File: src/design/c2t_pkg.sv
// Shared types and constants for the C-aware space-to-tab converter.
package c2t_pkg;

  // Default configuration of the converter
  localparam int TabWidthDef   = 8;
  localparam int MaxColumnsDef = 256;

  // Results one input item may cause at most
  localparam int ResultLimit = 40;
  localparam int CntW        = $clog2(ResultLimit);

  // Configuration port geometry
  localparam int AddrW = 3;
  localparam int DataW = 32;

  // Character codes
  localparam logic [7:0] ChTab    = 8'h09;
  localparam logic [7:0] ChSpace  = 8'h20;
  localparam logic [7:0] ChBslash = 8'h5c;
  localparam logic [7:0] ChDquote = 8'h22;
  localparam logic [7:0] ChSquote = 8'h27;
  localparam logic [7:0] ChStar   = 8'h2a;
  localparam logic [7:0] ChSlash  = 8'h2f;

  // Operation of the shared column unit
  typedef enum logic {
    OP_INC,
    OP_TAB
  } col_op_e;

  // Sequencer states
  typedef enum logic [2:0] {
    ST_IDLE,
    ST_DECIDE,
    ST_FLUSH_CHK,
    ST_FLUSH_TAB,
    ST_FLUSH_SPACE,
    ST_EMIT
  } seq_state_e;

endpackage

File: src/design/c_aware_space_to_tab_converter_top.sv
// Top level of the C-aware space-to-tab converter: register port and sequencer.
//
//  channel   direction  handshake                  payload
//  input     in         in_valid_i / in_stall_o    in_char_i, end_of_line_i
//  output    out        out_valid_o / out_stall_i  out_char_o, out_end_of_line_o, last_o
//  config    in/out     psel, penable, pwrite      paddr, pwdata, prdata
//
// An item is captured while idle and decided in the next; a gathered blank, an end
// of line or a pass-through item then goes back to idle, a plain character to emit. A
// character after a run passes flush check, tab flush once tabs are tried, space flush
// and emit: one column unit steps the run one emitted tab or space per unstalled cycle.
// Reset leaves column 1, no run, no quote or comment, conversion disabled.
// A stalled output holds the sequencer; the input is stalled while an item is in work.
module c_aware_space_to_tab_converter_top #(
  parameter int TAB_WIDTH   = c2t_pkg::TabWidthDef,
  parameter int MAX_COLUMNS = c2t_pkg::MaxColumnsDef
) (
  input  logic                      clk_i,
  input  logic                      rst_ni,
  input  logic                      psel,
  input  logic                      penable,
  input  logic                      pwrite,
  input  logic [c2t_pkg::AddrW-1:0] paddr,
  input  logic [c2t_pkg::DataW-1:0] pwdata,
  output logic [c2t_pkg::DataW-1:0] prdata,
  output logic                      pready,
  input  logic                      in_valid_i,
  output logic                      in_stall_o,
  input  logic [7:0]                in_char_i,
  input  logic                      end_of_line_i,
  output logic                      out_valid_o,
  input  logic                      out_stall_i,
  output logic [7:0]                out_char_o,
  output logic                      out_end_of_line_o,
  output logic                      last_o
);

  logic enable_q;
  logic reg_sel;

  // Register 0 sits at byte address 0; the upper address bit selects beyond it
  assign reg_sel = (paddr[c2t_pkg::AddrW-1] == 1'b0);
  assign pready  = 1'b1;
  assign prdata  = reg_sel ? {{(c2t_pkg::DataW-1){1'b0}}, enable_q} : '0;

  // Write the enable register on the access cycle
  always_ff @(posedge clk_i or negedge rst_ni) begin
    if (!rst_ni) begin
      enable_q <= 1'b0;
    end else if (psel && penable && pwrite && pready && reg_sel) begin
      enable_q <= pwdata[0];
    end
  end

  c2t_seq #(
    .TAB_WIDTH  (TAB_WIDTH),
    .MAX_COLUMNS(MAX_COLUMNS)
  ) u_seq (
    .clk_i            (clk_i),
    .rst_ni           (rst_ni),
    .enable_i         (enable_q),
    .in_valid_i       (in_valid_i),
    .in_stall_o       (in_stall_o),
    .in_char_i        (in_char_i),
    .end_of_line_i    (end_of_line_i),
    .out_valid_o      (out_valid_o),
    .out_stall_i      (out_stall_i),
    .out_char_o       (out_char_o),
    .out_end_of_line_o(out_end_of_line_o),
    .last_o           (last_o)
  );

  // An accepted item keeps the block busy in the next cycle
  a_busy_after_take: assert property (@(posedge clk_i) disable iff (!rst_ni)
    in_valid_i && !in_stall_o |=> in_stall_o)
    else $error("input not stalled after a transfer");

  // An end-of-line result is always the sole, final result with no character
  a_eol_shape: assert property (@(posedge clk_i) disable iff (!rst_ni)
    out_valid_o && out_end_of_line_o |-> last_o && (out_char_o == 8'h00))
    else $error("malformed end-of-line result");

  // Results ahead of the final one are rewritten run blanks only
  a_run_blank: assert property (@(posedge clk_i) disable iff (!rst_ni)
    out_valid_o && !last_o |-> !out_end_of_line_o &&
      ((out_char_o == c2t_pkg::ChTab) || (out_char_o == c2t_pkg::ChSpace)))
    else $error("non-final result is not a tab or space");

endmodule

File: src/design/c2t_col_unit.sv
// Shared column unit: step a column by one or to the next tab stop, compare to a bound.
module c2t_col_unit #(
  parameter int TAB_WIDTH   = c2t_pkg::TabWidthDef,
  parameter int MAX_COLUMNS = c2t_pkg::MaxColumnsDef,
  localparam int ColW = $clog2(MAX_COLUMNS + 1),
  localparam int PhW  = $clog2(TAB_WIDTH)
) (
  input  c2t_pkg::col_op_e op_i,
  input  logic [ColW-1:0]  col_i,
  input  logic [PhW-1:0]   phase_i,
  input  logic [ColW-1:0]  bound_i,
  output logic [ColW-1:0]  col_o,
  output logic [PhW-1:0]   phase_o,
  output logic             fits_o,
  output logic             below_o
);

  localparam logic [ColW:0]  MaxU     = (ColW+1)'(MAX_COLUMNS);
  localparam logic [ColW:0]  TabU     = (ColW+1)'(TAB_WIDTH);
  localparam logic [PhW-1:0] SatPhase = PhW'((MAX_COLUMNS - 1) % TAB_WIDTH);
  localparam logic [PhW-1:0] LastPh   = PhW'(TAB_WIDTH - 1);

  logic [ColW:0]  step;
  logic [ColW:0]  nxt_unsat;
  logic [PhW-1:0] nxt_phase;

  // Distance to the next stop is the tab width less the phase within the tab
  always_comb begin
    if (op_i == c2t_pkg::OP_TAB) begin
      step      = TabU - (ColW+1)'(phase_i);
      nxt_phase = '0;
    end else begin
      step      = (ColW+1)'(1);
      nxt_phase = (phase_i == LastPh) ? '0 : phase_i + PhW'(1);
    end
    nxt_unsat = {1'b0, col_i} + step;
  end

  // Saturate at the last column and compare the raw sum with the bound
  always_comb begin
    if (nxt_unsat > MaxU) begin
      col_o   = ColW'(MAX_COLUMNS);
      phase_o = SatPhase;
    end else begin
      col_o   = nxt_unsat[ColW-1:0];
      phase_o = nxt_phase;
    end
    fits_o  = nxt_unsat <= {1'b0, bound_i};
    below_o = nxt_unsat <  {1'b0, bound_i};
  end

endmodule

File: src/design/c2t_seq.sv
// Sequencer: lexer state, run tracking, run rewrite and result register.
module c2t_seq #(
  parameter int TAB_WIDTH   = c2t_pkg::TabWidthDef,
  parameter int MAX_COLUMNS = c2t_pkg::MaxColumnsDef
) (
  input  logic       clk_i,
  input  logic       rst_ni,
  input  logic       enable_i,
  input  logic       in_valid_i,
  output logic       in_stall_o,
  input  logic [7:0] in_char_i,
  input  logic       end_of_line_i,
  output logic       out_valid_o,
  input  logic       out_stall_i,
  output logic [7:0] out_char_o,
  output logic       out_end_of_line_o,
  output logic       last_o
);

  localparam int ColW = $clog2(MAX_COLUMNS + 1);
  localparam int PhW  = $clog2(TAB_WIDTH);

  c2t_pkg::seq_state_e state_q, state_d;

  logic [7:0]            item_char_q;
  logic                  item_eol_q;
  logic [ColW-1:0]       column_q, column_d;
  logic [PhW-1:0]        col_ph_q, col_ph_d;
  logic [ColW-1:0]       run_end_q, run_end_d;
  logic [PhW-1:0]        run_ph_q, run_ph_d;
  logic                  run_pending_q, run_pending_d;
  logic                  sq_q, sq_d;
  logic                  dq_q, dq_d;
  logic                  cmt_q, cmt_d;
  logic                  esc_q, esc_d;
  logic                  pslash_q, pslash_d;
  logic                  pstar_q, pstar_d;
  logic                  tabs_ok_q, tabs_ok_d;
  logic [c2t_pkg::CntW-1:0] cnt_q, cnt_d;

  logic       out_valid_q;
  logic [7:0] out_char_q, out_char_d;
  logic       out_eol_q, out_eol_d;
  logic       out_last_q, out_last_d;
  logic       load;

  c2t_pkg::col_op_e u_op;
  logic [ColW-1:0]  u_col, u_col_nxt;
  logic [PhW-1:0]   u_ph, u_ph_nxt;
  logic             u_fits, u_below;

  logic in_take, out_free, quoted, is_blank, emit_ok;
  logic op_by_char;

  assign in_stall_o = (state_q != c2t_pkg::ST_IDLE);
  assign in_take    = in_valid_i && !in_stall_o;
  assign out_free   = !out_valid_q || !out_stall_i;
  assign quoted     = sq_q || dq_q;
  assign is_blank   = (item_char_q == c2t_pkg::ChSpace) || (item_char_q == c2t_pkg::ChTab);
  assign emit_ok    = cnt_q < c2t_pkg::CntW'(c2t_pkg::ResultLimit - 1);
  assign op_by_char = (item_char_q == c2t_pkg::ChTab);

  // Pick the operand and operation of the column unit for this state
  always_comb begin
    u_col = column_q;
    u_ph  = col_ph_q;
    u_op  = c2t_pkg::OP_INC;
    case (state_q)
      c2t_pkg::ST_DECIDE: begin
        if (run_pending_q) begin
          u_col = run_end_q;
          u_ph  = run_ph_q;
        end
        u_op = op_by_char ? c2t_pkg::OP_TAB : c2t_pkg::OP_INC;
      end
      c2t_pkg::ST_FLUSH_TAB: u_op = c2t_pkg::OP_TAB;
      c2t_pkg::ST_EMIT:      u_op = op_by_char ? c2t_pkg::OP_TAB : c2t_pkg::OP_INC;
      default:               u_op = c2t_pkg::OP_INC;
    endcase
  end

  c2t_col_unit #(
    .TAB_WIDTH  (TAB_WIDTH),
    .MAX_COLUMNS(MAX_COLUMNS)
  ) u_col_unit (
    .op_i   (u_op),
    .col_i  (u_col),
    .phase_i(u_ph),
    .bound_i(run_end_q),
    .col_o  (u_col_nxt),
    .phase_o(u_ph_nxt),
    .fits_o (u_fits),
    .below_o(u_below)
  );

  // Next state, lexer updates and result loading
  always_comb begin
    state_d       = state_q;
    column_d      = column_q;
    col_ph_d      = col_ph_q;
    run_end_d     = run_end_q;
    run_ph_d      = run_ph_q;
    run_pending_d = run_pending_q;
    sq_d          = sq_q;
    dq_d          = dq_q;
    cmt_d         = cmt_q;
    esc_d         = esc_q;
    pslash_d      = pslash_q;
    pstar_d       = pstar_q;
    tabs_ok_d     = tabs_ok_q;
    cnt_d         = cnt_q;
    load          = 1'b0;
    out_char_d    = item_char_q;
    out_eol_d     = 1'b0;
    out_last_d    = 1'b1;

    case (state_q)
      c2t_pkg::ST_IDLE: begin
        cnt_d = '0;
        if (in_take) begin
          state_d = c2t_pkg::ST_DECIDE;
        end
      end

      c2t_pkg::ST_DECIDE: begin
        if (!enable_i) begin
          // Pass the item through untouched
          out_char_d = item_eol_q ? 8'h00 : item_char_q;
          out_eol_d  = item_eol_q;
          if (out_free) begin
            load    = 1'b1;
            state_d = c2t_pkg::ST_IDLE;
          end
        end else if (item_eol_q) begin
          // Drop any run, clear line-local marks, emit the marker
          out_char_d = 8'h00;
          out_eol_d  = 1'b1;
          if (out_free) begin
            load          = 1'b1;
            run_pending_d = 1'b0;
            esc_d         = 1'b0;
            pslash_d      = 1'b0;
            pstar_d       = 1'b0;
            column_d      = ColW'(1);
            col_ph_d      = '0;
            run_end_d     = ColW'(1);
            run_ph_d      = '0;
            state_d       = c2t_pkg::ST_IDLE;
          end
        end else if (!esc_q && !quoted && is_blank) begin
          // Gather the blank into the pending run
          run_pending_d = 1'b1;
          run_end_d     = u_col_nxt;
          run_ph_d      = u_ph_nxt;
          pslash_d      = 1'b0;
          pstar_d       = 1'b0;
          state_d       = c2t_pkg::ST_IDLE;
        end else if (run_pending_q) begin
          state_d = c2t_pkg::ST_FLUSH_CHK;
        end else begin
          state_d = c2t_pkg::ST_EMIT;
        end
      end

      c2t_pkg::ST_FLUSH_CHK: begin
        // Tabs only when the run reaches past the next column
        tabs_ok_d = u_below;
        state_d   = u_below ? c2t_pkg::ST_FLUSH_TAB : c2t_pkg::ST_FLUSH_SPACE;
      end

      c2t_pkg::ST_FLUSH_TAB: begin
        out_char_d = c2t_pkg::ChTab;
        out_last_d = 1'b0;
        if (!tabs_ok_q || !u_fits) begin
          state_d = c2t_pkg::ST_FLUSH_SPACE;
        end else if (!emit_ok || out_free) begin
          load     = emit_ok;
          cnt_d    = emit_ok ? cnt_q + c2t_pkg::CntW'(1) : cnt_q;
          column_d = u_col_nxt;
          col_ph_d = u_ph_nxt;
        end
      end

      c2t_pkg::ST_FLUSH_SPACE: begin
        out_char_d = c2t_pkg::ChSpace;
        out_last_d = 1'b0;
        if (!u_fits) begin
          run_pending_d = 1'b0;
          state_d       = c2t_pkg::ST_EMIT;
        end else if (!emit_ok || out_free) begin
          load     = emit_ok;
          cnt_d    = emit_ok ? cnt_q + c2t_pkg::CntW'(1) : cnt_q;
          column_d = u_col_nxt;
          col_ph_d = u_ph_nxt;
        end
      end

      c2t_pkg::ST_EMIT: begin
        if (out_free) begin
          load     = 1'b1;
          column_d = u_col_nxt;
          col_ph_d = u_ph_nxt;
          pslash_d = 1'b0;
          pstar_d  = 1'b0;
          state_d  = c2t_pkg::ST_IDLE;
          // Track escape, quote and comment state
          if (esc_q) begin
            esc_d = 1'b0;
          end else if (item_char_q == c2t_pkg::ChBslash) begin
            esc_d = 1'b1;
          end else if (item_char_q == c2t_pkg::ChDquote) begin
            if (!cmt_q && !sq_q) dq_d = !dq_q;
          end else if (item_char_q == c2t_pkg::ChSquote) begin
            if (!cmt_q && !dq_q) sq_d = !sq_q;
          end else if (item_char_q == c2t_pkg::ChStar) begin
            if (pslash_q && !quoted && !cmt_q) cmt_d = 1'b1;
            else pstar_d = 1'b1;
          end else if (item_char_q == c2t_pkg::ChSlash) begin
            if (pstar_q && !quoted && cmt_q) cmt_d = 1'b0;
            else pslash_d = 1'b1;
          end
        end
      end

      default: state_d = c2t_pkg::ST_IDLE;
    endcase
  end

  // Hold the state register
  always_ff @(posedge clk_i or negedge rst_ni) begin
    if (!rst_ni) begin
      state_q <= c2t_pkg::ST_IDLE;
    end else begin
      state_q <= state_d;
    end
  end

  // Hold column, run and lexer state
  always_ff @(posedge clk_i or negedge rst_ni) begin
    if (!rst_ni) begin
      column_q      <= ColW'(1);
      col_ph_q      <= '0;
      run_end_q     <= ColW'(1);
      run_ph_q      <= '0;
      run_pending_q <= 1'b0;
      sq_q          <= 1'b0;
      dq_q          <= 1'b0;
      cmt_q         <= 1'b0;
      esc_q         <= 1'b0;
      pslash_q      <= 1'b0;
      pstar_q       <= 1'b0;
      tabs_ok_q     <= 1'b0;
      cnt_q         <= '0;
      out_valid_q   <= 1'b0;
    end else begin
      column_q      <= column_d;
      col_ph_q      <= col_ph_d;
      run_end_q     <= run_end_d;
      run_ph_q      <= run_ph_d;
      run_pending_q <= run_pending_d;
      sq_q          <= sq_d;
      dq_q          <= dq_d;
      cmt_q         <= cmt_d;
      esc_q         <= esc_d;
      pslash_q      <= pslash_d;
      pstar_q       <= pstar_d;
      tabs_ok_q     <= tabs_ok_d;
      cnt_q         <= cnt_d;
      out_valid_q   <= load || (out_valid_q && out_stall_i);
    end
  end

  // Capture the input item and the result payload
  always_ff @(posedge clk_i) begin
    if (in_take) begin
      item_char_q <= in_char_i;
      item_eol_q  <= end_of_line_i;
    end
    if (load) begin
      out_char_q <= out_char_d;
      out_eol_q  <= out_eol_d;
      out_last_q <= out_last_d;
    end
  end

  assign out_valid_o       = out_valid_q;
  assign out_char_o        = out_char_q;
  assign out_end_of_line_o = out_eol_q;
  assign last_o            = out_last_q;

endmodule
File: config.mk
export PLATFORM = sky130hd
export DESIGN_NAME = c_aware_space_to_tab_converter_top
export DESIGN_NICKNAME = d
export VERILOG_FILES = /design/src/design/c2t_pkg.sv /design/src/design/c_aware_space_to_tab_converter_top.sv /design/src/design/c2t_col_unit.sv /design/src/design/c2t_seq.sv
export SDC_FILE = /design/constraint.sdc
export NUM_CORES = 1
export LEC_CHECK = 0
export ABC_AREA = 0
export BUFFER_PORTS_ARGS = -buffer_cell sky130_fd_sc_hd__buf_4
export CAP_MARGIN = 10
export CORE_ASPECT_RATIO = 1.5
export CORE_MARGIN = 10
export CORE_UTILIZATION = 40
export DETAILED_ROUTE_END_ITERATION = 10
export HOLD_SLACK_MARGIN = 0.02
export RECOVER_POWER = 25
export SYNTH_ARGS = -nofsm -noshare
export SYNTH_HDL_FRONTEND = slang
export SYNTH_SLANG_ARGS = --single-unit
File: constraint.sdc
create_clock -name clk_i -period 5.6 [get_ports clk_i]
set_clock_uncertainty 0.15 [all_clocks]
set_input_delay 1.4 -clock clk_i [delete_from_list [all_inputs] [get_ports clk_i]]
set_output_delay 1.4 -clock clk_i [all_outputs]
set_load 0.02 [all_outputs]
==> results of run 1 <==
-- metrics by stage --
stage / setup TNS (ps) / total power [W] / cells / area (µm²)
after global placement: 0 / 0.001729 / 621 / 4579
after detailed placement: 0 / 0.001740 / 621 / 4579
after CTS: 0 / 0.002368 / 637 / 4907
final: 0 / 0.002387 / 637 / 4932
after floorplan: 0 / 0.001420 / 479 / 4362
after global routing: -146.1 / 0.002558 / 637 / 4932
-- routing by layer --
| layer | up-vias | track usage | share of wire |
|---|---|---|---|
| li1 | 1663 | - | - |
| met1 | 1717 | 0.1369 | 0.38 |
| met2 | 81 | 0.2770 | 0.55 |
| met3 | 28 | 0.03833 | 0.036 |
| met4 | 0 | 0.07542 | 0.033 |
| met5 | - | 0 | 0 |
-- state kept, by name (all words and copies together) (netlist names), 3 cells and up --
signal and cells:
u_seq.column_q 9, u_seq.run_ph_q 3, u_seq.cnt_q 6, u_seq.out_char_o 8, u_seq.state_q 3, u_seq.item_char_q 8
u_seq.col_ph_q 3, u_seq.run_end_q 9
-- synth_stat cells, drive strengths merged (7+ instances only) --
library cell   n
edfxtp        19
o21ai         14
dfrtp         41
nor3           9
nand4         10
nand2         42
mux2i         10
clkbuf        13
nor2          23
nand3         24
buf           38
and2          12
a211oi         7
a21oi         19
ha            17
a31oi          7
inv           25
-- how the worst max path moves through the flow --
stage | end | start | slack (ps) | cells past startpoint
after floorplan | u_seq.last_o$_DFFE_PP_ | u_seq.state_q[0]$_DFFE_PN0P_ | 170 | 20
after global placement | u_seq.out_end_of_line_o$_SDFFCE_PP0P_ | u_seq.state_q[1]$_DFFE_PN0P_ | 200 | 20
after detailed placement | u_seq.col_ph_q[1]$_DFFE_PN0P_ | u_seq.state_q[1]$_DFFE_PN0P_ | 140 | 18
after CTS | u_seq.col_ph_q[1]$_DFFE_PN0P_ | u_seq.state_q[1]$_DFFE_PN0P_ | 70 | 18
after global routing | u_seq.last_o$_DFFE_PP_ | u_seq.state_q[1]$_DFFE_PN0P_ | -20 | 20
final | u_seq.last_o$_DFFE_PP_ | u_seq.state_q[1]$_DFFE_PN0P_ | 330 | 20
-- worst register-to-register path: stages (launching register included) --
cell      delay (ps)
dfrtp_1          380
and4bb_1         460
nor2_1           100
a21oi_2          200
inv_1             90
ha_1             310
and2_1           180
ha_1             280
a211o_1          370
a21o_1           210
nand2_1          110
xor2_1           280
ha_1             310
a21o_1           200
a21oi_2          220
nor4b_4          280
buf_4            160
o221a_2          280
a21oi_1          120
nor2_1           100
buf_4            190
-- power by group --
group / leakage (nW) / internal (W) / switching, W
combinational: 1.25 / 0.000428 / 0.000681
sequential: 0.751 / 0.000604 / 0.0000629
clock: 0.156 / 0.000414 / 0.000197
total: 2.16 / 0.00145 / 0.000941
-- area by class of cell --
type                       count  area (µm²)
sequential                    62        1649
fill                        1055        5543
inverter                      26       97.59
clock buffer                  13       260.3
clock inverter                 3       67.56
timing repair buffer          49       364.1
multi-input combinational    340        2313
tap                          144       180.2
-- cell families after synthesis --
family                   after synthesis
multiplexers                          16
buffers and inverters                 77
adder cells (fa/ha/maj)               18
other                                  2
XOR/XNOR                              10
AO/OA/AOI/OAI                        102
AND/OR/NAND/NOR                      162
flip-flops                            62
-- repair_timing --
action | in CTS | in global routing
gates resized for setup | 0 | 7
endpoints found under the hold margin | 0 | 0
setup endpoints to repair | 0 | 29
==> summary.md, run 1 <==
| Metric | Value |
|---|---|
| Drt first-iter violations | 125 |
| Slew HR | -0.6265 |
| Lkg Pwr | ~2.2 nW |
| Area leader, netlist | dfrtp_1 |
| CTS root buf | clkbuf_16 |
| Pre-CTS setup slack | 139.0 ps |
| Post-DP HPWL | 8.404 mm |
| Pwr/cell area | slightly below 500 nW/µm² |
| RD Place Congestion | about 0.85 |
| Hold buffers post-CTS | 0 |
| Critical path startpoint category | register |
| Endpoint, Worst Hold | u_seq.run_end_q[2]$_DFFE_PN0P_ |
| Area grow syn2layout | 16.08% |
| Pin count of the biggest net entering global routing | 44 |
| Worst Hold Class | reg -> reg |
| Final Hold Fails | 0 |
| Worst flop-to-flop path startpoint | u_seq.state_q[1]$_DFFE_PN0P_ |
| Maximum vdd drop | 276.4 µV |
| CTS Buffer Depth | 2 |
| Worst-margin pin slew | 2440 ps |
| CP top delay family | compound AO/OA/AOI/OAI gates |
| Simple-gate share of the synthesized area | 0.2035 |
| CP max-delay cell | and4bb_1 |
| Die area | 15230 µm² |
| Cell repeated most along the worst path | ha_1 |
| Netlist cell types | 74 |
| Synth Flop Type | dfrtp_1 |
| Drt first pass iters | 4 |
| Avg Vias per Cell | 5.477 |
| CTS Buf Count | 9 |
| TritonCTS clock tree | yes |
| Clock Pin Slew Worst Setup and Hold Paths | 50 ps |
| Sequential share of the synthesized area | 0.3881 |
| Fin crit share | 0.9418 |
| Initial antenna violation count | 0 |
| Post-synth EDFFs | 19 |
| Synth warn | 0 |
| Total global-route track usage | 0.1450 |
| CP Max Fanout | 10 |
| Number of synthesized register bits | 62 |
| Final worst setup slack | 326.0 ps |
| Tmin final | 5274 ps |
| Avg Inst Size Synth | 9.463 µm² |
| Crit. End Element | register |
| DRC Markers | 0 |
| Xor and xnor fraction of the mapped netlist area | 0.02238 |
| Top post-synthesis cells by area | dfrtp_1 24%, edfxtp_1 13%, buf_4 6.0% |
| H-Tree Depth | 3 |
| Yosys top cell area share | 0.2415 |
| GRT overflow | 0 |
| Core box area | about 10000 µm² |
| Fin util | 0.4709 |
| Num rows | 46 |
| Initial Util | 0.4056 |
| Clock Sinks | 62 |
| Routed Antenna Nets | 0 |
| Min-Delay Startpoint | u_seq.run_end_q[2]$_DFFE_PN0P_ |
| Commonest non-fill, non-tap cell in the layout | nand2_1 |
| Worst R2R Path Depth | 20 |
| Vias in the first global route | about 3800 |
| Area of the mapped netlist | about 4200 µm² |
| Main combinational cell family by area after synthesis | simple AND/OR/NAND/NOR gates |
| Post-Synth Adder-Cell Area | 0.05477 |
| Hold Path Depth | 2 |
| # diodes | 0 |
| Status | finished, violations left |
| Port buffer count | 30 |
| Crit Path Category | reg -> reg |
| Violated checks | capacitance limit, slew limit |
| Final setup viols | 0 |
| # nets final | 557 |
| Most frequent cells in the layout | 42 x nand2_1, 41 x dfrtp_1, 39 x buf_4, 32 x conb_1, 24 x inv_1 |
| Buf+Inv Stages, Crit Path | 3 |
| Drt wl/cell | 17.29 µm |
| Via count | 3489 |
| Critical Path AT | 5150 ps |
| First-pass GRT wire length | between 15 and 20 mm |
| Minimum hold slack | 329.1 ps |
| Mux contribution to synthesized area | 0.03946 |
| Reg2Reg Setup Slack | about 330 ps |
| Synth async-reset ratio | 0.6935 |
| Layout cells sized above 1 | 0.1826 |
| Total Routed Length | ~11 mm |
| Reg2Reg Capture Point | u_seq.last_o$_DFFE_PP_ |
| CP required | 5480 ps |
| Clock Latency Late Sink | between 300 and 400 ps |
| # IOs | 96 |
| Crit path cell chain | and4bb_1 > nor2_1 > a21oi_2 > inv_1 > ha_1 > and2_1 > ha_1 > a211o_1 > a21o_1 > nand2_1 > xor2_1 > ha_1 > a21o_1 > a21oi_2 > nor4b_4 > buf_4 > o221a_2 > a21oi_1 > nor2_1 > buf_4 |
| Die W | 104.2 µm |
| Post-Syn Instances | roughly 450 |
| Setup bufs post-CTS | 0 |
| CP peak stage delay | 460 ps |
| Die Y | 146.2 µm |
| Synth Area in Compound Gates | 0.1893 |
| Max Freq | 189.6 MHz |
| Slew Limit Fails | 44 |
| Number of max-cap violations | 1 |
Note: power is estimated with default switching activity, not from simulation.
==> run 2, diff against run 1 <==
Settings changed: CTS_BUF_LIST set to sky130_fd_sc_hd__clkbuf_8, SKIP_LAST_GASP set to 1.
==> summary.md, run 2 (synthesis gave the netlist of run 1 again) <==
| Metric | Value |
|---|---|
| Status | finished, violations left |
| Violated checks | capacitance limit, slew limit |
| Number of max-cap violations | 1 |
| First-pass GRT wire length | 18.02 mm |
| Drt first pass iters | 4 |
| H-Tree Depth | 3 |
| Slew HR | -0.6382 |
| Via count | about 3500 |
| Drt wl/cell | 17.19 µm |
| Pin count of the biggest net entering global routing | 44 |
| Non-filler cells, final | ~640 |
| Clock Pin Slew Worst Setup and Hold Paths | 70 ps |
| Final setup viols | 0 |
| Final Hold Fails | 0 |
| Fin crit share | 0.9343 |
| Total global-route track usage | 0.1441 |
| Worst R2R Path Depth | 20 |
| # diodes | 0 |
| Maximum vdd drop | 263.6 µV |
| GRT busiest layer | met2 |
| Total Routed Length | 10.95 mm |
| Worst flop-to-flop path startpoint | u_seq.state_q[1]$_DFFE_PN0P_ |
| Met3 Use GR | 0.03128 |
| Biggest regs | u_seq.column_q (9), u_seq.run_end_q (9) |
| Reg2Reg Setup Slack | 370 ps |
| Worst Hold Class | reg -> reg |
| RD Place Congestion | roughly 0.85 |
| Crit Path Category | reg -> reg |
| CTS Buffer Depth | 2 |
| CP required | 5500 ps |
| # nets final | 557 |
| Critical Path Start | u_seq.state_q[1]$_DFFE_PN0P_ |
| CTS root buf | clkbuf_8 |
| # IOs | 96 |
| Initial Util | 0.4056 |
| Area grow syn2layout | 13.69% |
| Routed Antenna Nets | 0 |
| Avg Vias per Cell | about 5.4 |
| Critical path startpoint category | register |
| Sequential Power Share | 0.298 |
| Core box area | 10480 µm² |
| Tmin final | 5232 ps |
| Inst Count DP | 621 |
| Pwr/cell area | approximately 460 nW/µm² |
| Comb pwr share | 0.498 |
| Max Freq | 191.1 MHz |
| Worst-margin pin slew | ~2500 ps |
| CP Max Fanout | 10 |
| Initial antenna violation count | 0 |
| CP endpoint | u_seq.out_end_of_line_o$_SDFFCE_PP0P_ |
| Slew Limit Fails | 44 |
| Clock Sinks | 62 |
| GRT overflow | 0 |
| Drt first-iter violations | 120 |
| Met1 usage | 0.1385 |
| Clock Latency Late Sink | between 300 and 400 ps |
| Commonest non-fill, non-tap cell in the layout | nand2_1 |
| Num rows | 46 |
| Internal cell power | roughly 0.0013 W |
| Hold buffers post-CTS | 0 |
| Die W | 104.2 µm |
| Lkg Pwr | 2.119 nW |
| Port buffer count | 30 |
| Sw Pwr | 0.0009256 W |
| TritonCTS clock tree | yes |
| Crit. End Element | register |
| Reg2Reg Capture Point | u_seq.out_end_of_line_o$_SDFFCE_PP0P_ |
| Switching share of power | 0.4155 |
| Clock power frac | 0.204 |
| Vias in the first global route | around 3800 |
| DRC Markers | 0 |
| CTS Buf Count | 9 |
| Critical Path AT | between 5000 and 6000 ps |
| Die Y | 146.2 µm |
| Grt met2 use | 0.2780 |
| Die area | between 15000 and 20000 µm² |
| RSZ-0062 raised after global routing | no |
| Layout cells sized above 1 | 0.1826 |
| Most frequent cells in the layout | 42 x nand2_1, 41 x dfrtp_1, 39 x buf_4, 32 x conb_1, 26 x inv_1 |
| Post-DP HPWL | around 8.4 mm |
| Post-route setup TNS | 0 ps |
==> run 2: through the flow <==
step	cell area (µm²)	hold slack (ps)	worst slack (ps)	total power (W)	utilization
2_1_floorplan	4362	299.3	166.6	0.001420	-
3_3_place_gp	4579	314.7	204.1	0.001729	0.4372
3_5_place_dp	4579	326.5	139.0	0.001740	0.4372
4_1_cts	4806	342.4	75.60	0.002208	0.4588
5_1_grt	4831	382.3	30.58	0.002392	0.4612
6_report	4831	334.9	368.1	0.002228	0.4612
==> run 2: power groups by stage <==
stage	Combinational, W	Clock [W]	Sequential, W
floorplan	0.000715	0	0.000705
global placement	0.00106	0	0.000671
detailed placement	0.00107	0	0.000667
CTS	0.00108	0.000466	0.000665
global route	0.00123	0.000485	0.000677
finish	0.00111	0.000453	0.000665
==> run 2: layout make-up <==
type	instances	area, µm²
clock inverter	5	75.07
multi-input combinational	340	2313
fill	1056	5644
sequential	62	1649
inverter	26	97.59
tap	144	180.2
timing repair buffer	49	364.1
clock buffer	11	151.4
==> run 2: worst min path at each step <==
| stage | slack [ps] | cells after the start | startpoint | end |
|---|---|---|---|---|
| after floorplan | 300 | 2 | u_seq.run_ph_q[1]$_DFFE_PN0P_ | u_seq.run_ph_q[1]$_DFFE_PN0P_ |
| after global routing | 380 | 2 | u_seq.run_end_q[2]$_DFFE_PN0P_ | u_seq.run_end_q[2]$_DFFE_PN0P_ |
| final | 330 | 2 | u_seq.run_end_q[2]$_DFFE_PN0P_ | u_seq.run_end_q[2]$_DFFE_PN0P_ |
| after detailed placement | 330 | 2 | u_seq.run_end_q[2]$_DFFE_PN0P_ | u_seq.run_end_q[2]$_DFFE_PN0P_ |
| after global placement | 310 | 2 | u_seq.run_end_q[3]$_DFFE_PN0P_ | u_seq.run_end_q[3]$_DFFE_PN0P_ |
| after CTS | 340 | 2 | u_seq.run_end_q[2]$_DFFE_PN0P_ | u_seq.run_end_q[2]$_DFFE_PN0P_ |
==> run 2: layer usage <==
metal / wire length, µm / vias up
li1: - / 1661
met3: 373 / 25
met1: 4189 / 1691
met4: 401 / 0
met2: 5985 / 81
met5: 0 / -
==> run 2: what timing repair did <==
action,CTS,global route
setup endpoints to repair,0,30
buffers inserted,0,0
resized for setup,0,7
==> run 2: worst max-delay path, cell delays in order (launching register included) <==
cell	delay (ps)
dfrtp_1	380
and4bb_1	460
nor2_1	90
a21oi_2	190
inv_1	90
ha_1	300
and2_1	180
ha_1	280
a211o_1	370
a21o_1	210
nand2_1	110
xor2_1	270
ha_1	310
a21o_1	200
a21oi_2	210
nor4b_4	270
buf_4	160
o221a_2	270
a21oi_1	120
nor2_1	100
buf_4	190
==> run 3, diff against run 2 <==
Settings changed: PLACE_DENSITY set to 0.63.
==> summary.md, run 3 (synthesis gave the netlist of run 1 again) <==
| Metric | Value |
|---|---|
| CP Max Fanout | 10 |
| Crit path cell chain | and4bb_2 > nor2_1 > a21oi_2 > inv_1 > ha_1 > and2_1 > ha_1 > a211o_1 > a21o_1 > nand2_1 > xor2_1 > ha_1 > a21o_1 > a21oi_2 > nor4b_4 > o221a_2 > a21oi_1 > nor2_1 > buf_4 |
| # diodes | 0 |
| Area grow syn2layout | 13.46% |
| Drt wl/cell | between 15 and 20 µm |
| Most frequent cells in the layout | 42 x nand2_1, 41 x dfrtp_1, 37 x buf_4, 32 x conb_1, 24 x inv_1 |
| Buf+Inv Stages, Crit Path | 2 |
| RD Place Congestion | 0.8730 |
| Die Y | 146.2 µm |
| CTS root buf | clkbuf_8 |
| CP required | around 5500 ps |
| Fillers | 1035 |
| Reg2Reg Setup Slack | 520 ps |
| Pwr/cell area | roughly 460 nW/µm² |
| Slew Limit Fails | 44 |
| Commonest non-fill, non-tap cell in the layout | nand2_1 |
| Lkg Pwr | 2.096 nW |
| Clock Sinks | between 60 and 70 |
| H-Tree Depth | 3 |
| Total global-route track usage | 0.1401 |
| Final setup viols | 0 |
| Pin count of the biggest net entering global routing | 44 |
| TritonCTS clock tree | yes |
| Violated checks | capacitance limit, slew limit |
| Fin util | 0.4602 |
| Die area | between 15000 and 20000 µm² |
| CP top delay family | compound AO/OA/AOI/OAI gates |
| Pre-CTS setup slack | -61.34 ps |
| Vias in the first global route | 3690 |
| First-pass GRT wire length | 17.70 mm |
| Register area | 1649 µm² |
| Via count | 3482 |
| Worst Hold Class | reg -> reg |
| Fin crit share | 0.9078 |
| Die W | between 100 and 150 µm |
| DRC Markers | 0 |
| Slew HR | -0.6718 |
| Avg Vias per Cell | 5.483 |
| CTS Buffer Depth | 2 |
| RSZ-0062 raised after global routing | no |
| Crit Path Category | reg -> reg |
| Initial antenna violation count | 0 |
| # nets final | between 500 and 600 |
| Number of max-cap violations | 1 |
| Cell repeated most along the worst path | ha_1 |
| Critical path startpoint category | register |
| Final Hold Fails | 0 |
| # IOs | 96 |
| GRT overflow | 0 |
| Maximum vdd drop | 336.1 µV |
| Area of the multi-input gates | 2322 µm² |
| Status | finished, violations left |
| Clock Pin Slew Worst Setup and Hold Paths | 70 ps |
| Total Routed Length | 10.71 mm |
| Crit. End Element | register |
| Biggest regs | u_seq.column_q (9), u_seq.run_end_q (9) |
| Tmin final | 5083 ps |
| Routed Antenna Nets | 0 |
| Port buffer count | 30 |
| Drt first-iter violations | 183 |
| Drt first pass iters | 4 |
| Worst-margin pin slew | 2508 ps |
| CP peak stage delay | 430 ps |
| Initial Util | 0.4056 |
| Max Freq | 196.7 MHz |
| Post-DP HPWL | 8.200 mm |
| Num rows | 46 |
| Core box area | 10480 µm² |
| CP max-delay cell | and4bb_2 |
| Layout cells sized above 1 | 0.1853 |
| Clock Latency Late Sink | around 350 ps |
| Critical Path AT | 4980 ps |
| Final worst setup slack | 516.6 ps |
| CTS Buf Count | 9 |
-- run 3: area by class of cell --
class / instances / area share
Multi-Input combinational cell: 340 / 0.4817
Sequential cell: 62 / 0.3421
Timing Repair Buffer: 47 / 0.07241
Clock inverter: 6 / 0.01765
Inverter: 26 / 0.02024
Clock buffer: 10 / 0.02855
Tap cell: 144 / 0.03737
-- run 3: repair_timing --
item                       4_1_cts  5_1_grt
resized for setup                1        7
hold endpoints to repair         0        0
pin swaps                        0        1
buffers inserted                 0        1
hold buffers                     0        0
setup endpoints to repair        6       23
cloned                           0        0
-- run 3: final timing paths --
path	startpoint	endpoint	depth (start not counted)
min in group asynchronous	rst_ni	u_seq.run_ph_q[2]$_DFFE_PN0P_	1
setup reg to reg	u_seq.state_q[1]$_DFFE_PN0P_	u_seq.last_o$_DFFE_PP_	19
max in group asynchronous	rst_ni	u_seq.cnt_q[1]$_DFFE_PN0P_	1
setup / recovery	u_seq.state_q[1]$_DFFE_PN0P_	u_seq.last_o$_DFFE_PP_	19
hold / removal	u_seq.run_end_q[2]$_DFFE_PN0P_	u_seq.run_end_q[2]$_DFFE_PN0P_	2
hold reg to reg	u_seq.run_end_q[2]$_DFFE_PN0P_	u_seq.run_end_q[2]$_DFFE_PN0P_	2
-- run 3: power breakdown --
| part | switching, W | leakage, nW | internal (W) |
|---|---|---|---|
| logic | 0.000675 | 1.24 | 0.000414 |
| clock network | 0.000188 | 0.108 | 0.000261 |
| registers | 0.0000618 | 0.751 | 0.000602 |
| total | 0.000925 | 2.10 | 0.00128 |
-- run 3: worst min-delay path, delay by kind of cell, from the launching register on --
family	cells	cell delay, ps
flip-flops	1	350
AND/OR/NAND/NOR	1	60
AO/OA/AOI/OAI	1	50
-- run 3: layer usage --
| layer | vias up | part of all wire | wire (µm) | GRT usage |
|---|---|---|---|---|
| li1 | 1659 | - | - | - |
| met1 | 1682 | 0.38 | 4107 | 0.1419 |
| met2 | 120 | 0.54 | 5742 | 0.2605 |
| met3 | 21 | 0.061 | 651 | 0.04141 |
| met4 | 0 | 0.019 | 206 | 0.05587 |
| met5 | - | 0 | 0 | 0 |
-- run 3: per-stage QoR --
stage	TNS, ps	hold WS (ps)	instance area (µm²)	instances	total power, W
6_report	0	337.5	4821	635	0.002202
5_1_grt	0	362.4	4821	635	0.002375
4_1_cts	0	347.1	4795	634	0.002183
3_5_place_dp	-105.2	329.2	4566	618	0.001714
3_3_place_gp	0	313.4	4566	618	0.001704
2_1_floorplan	0	299.3	4362	479	0.001420
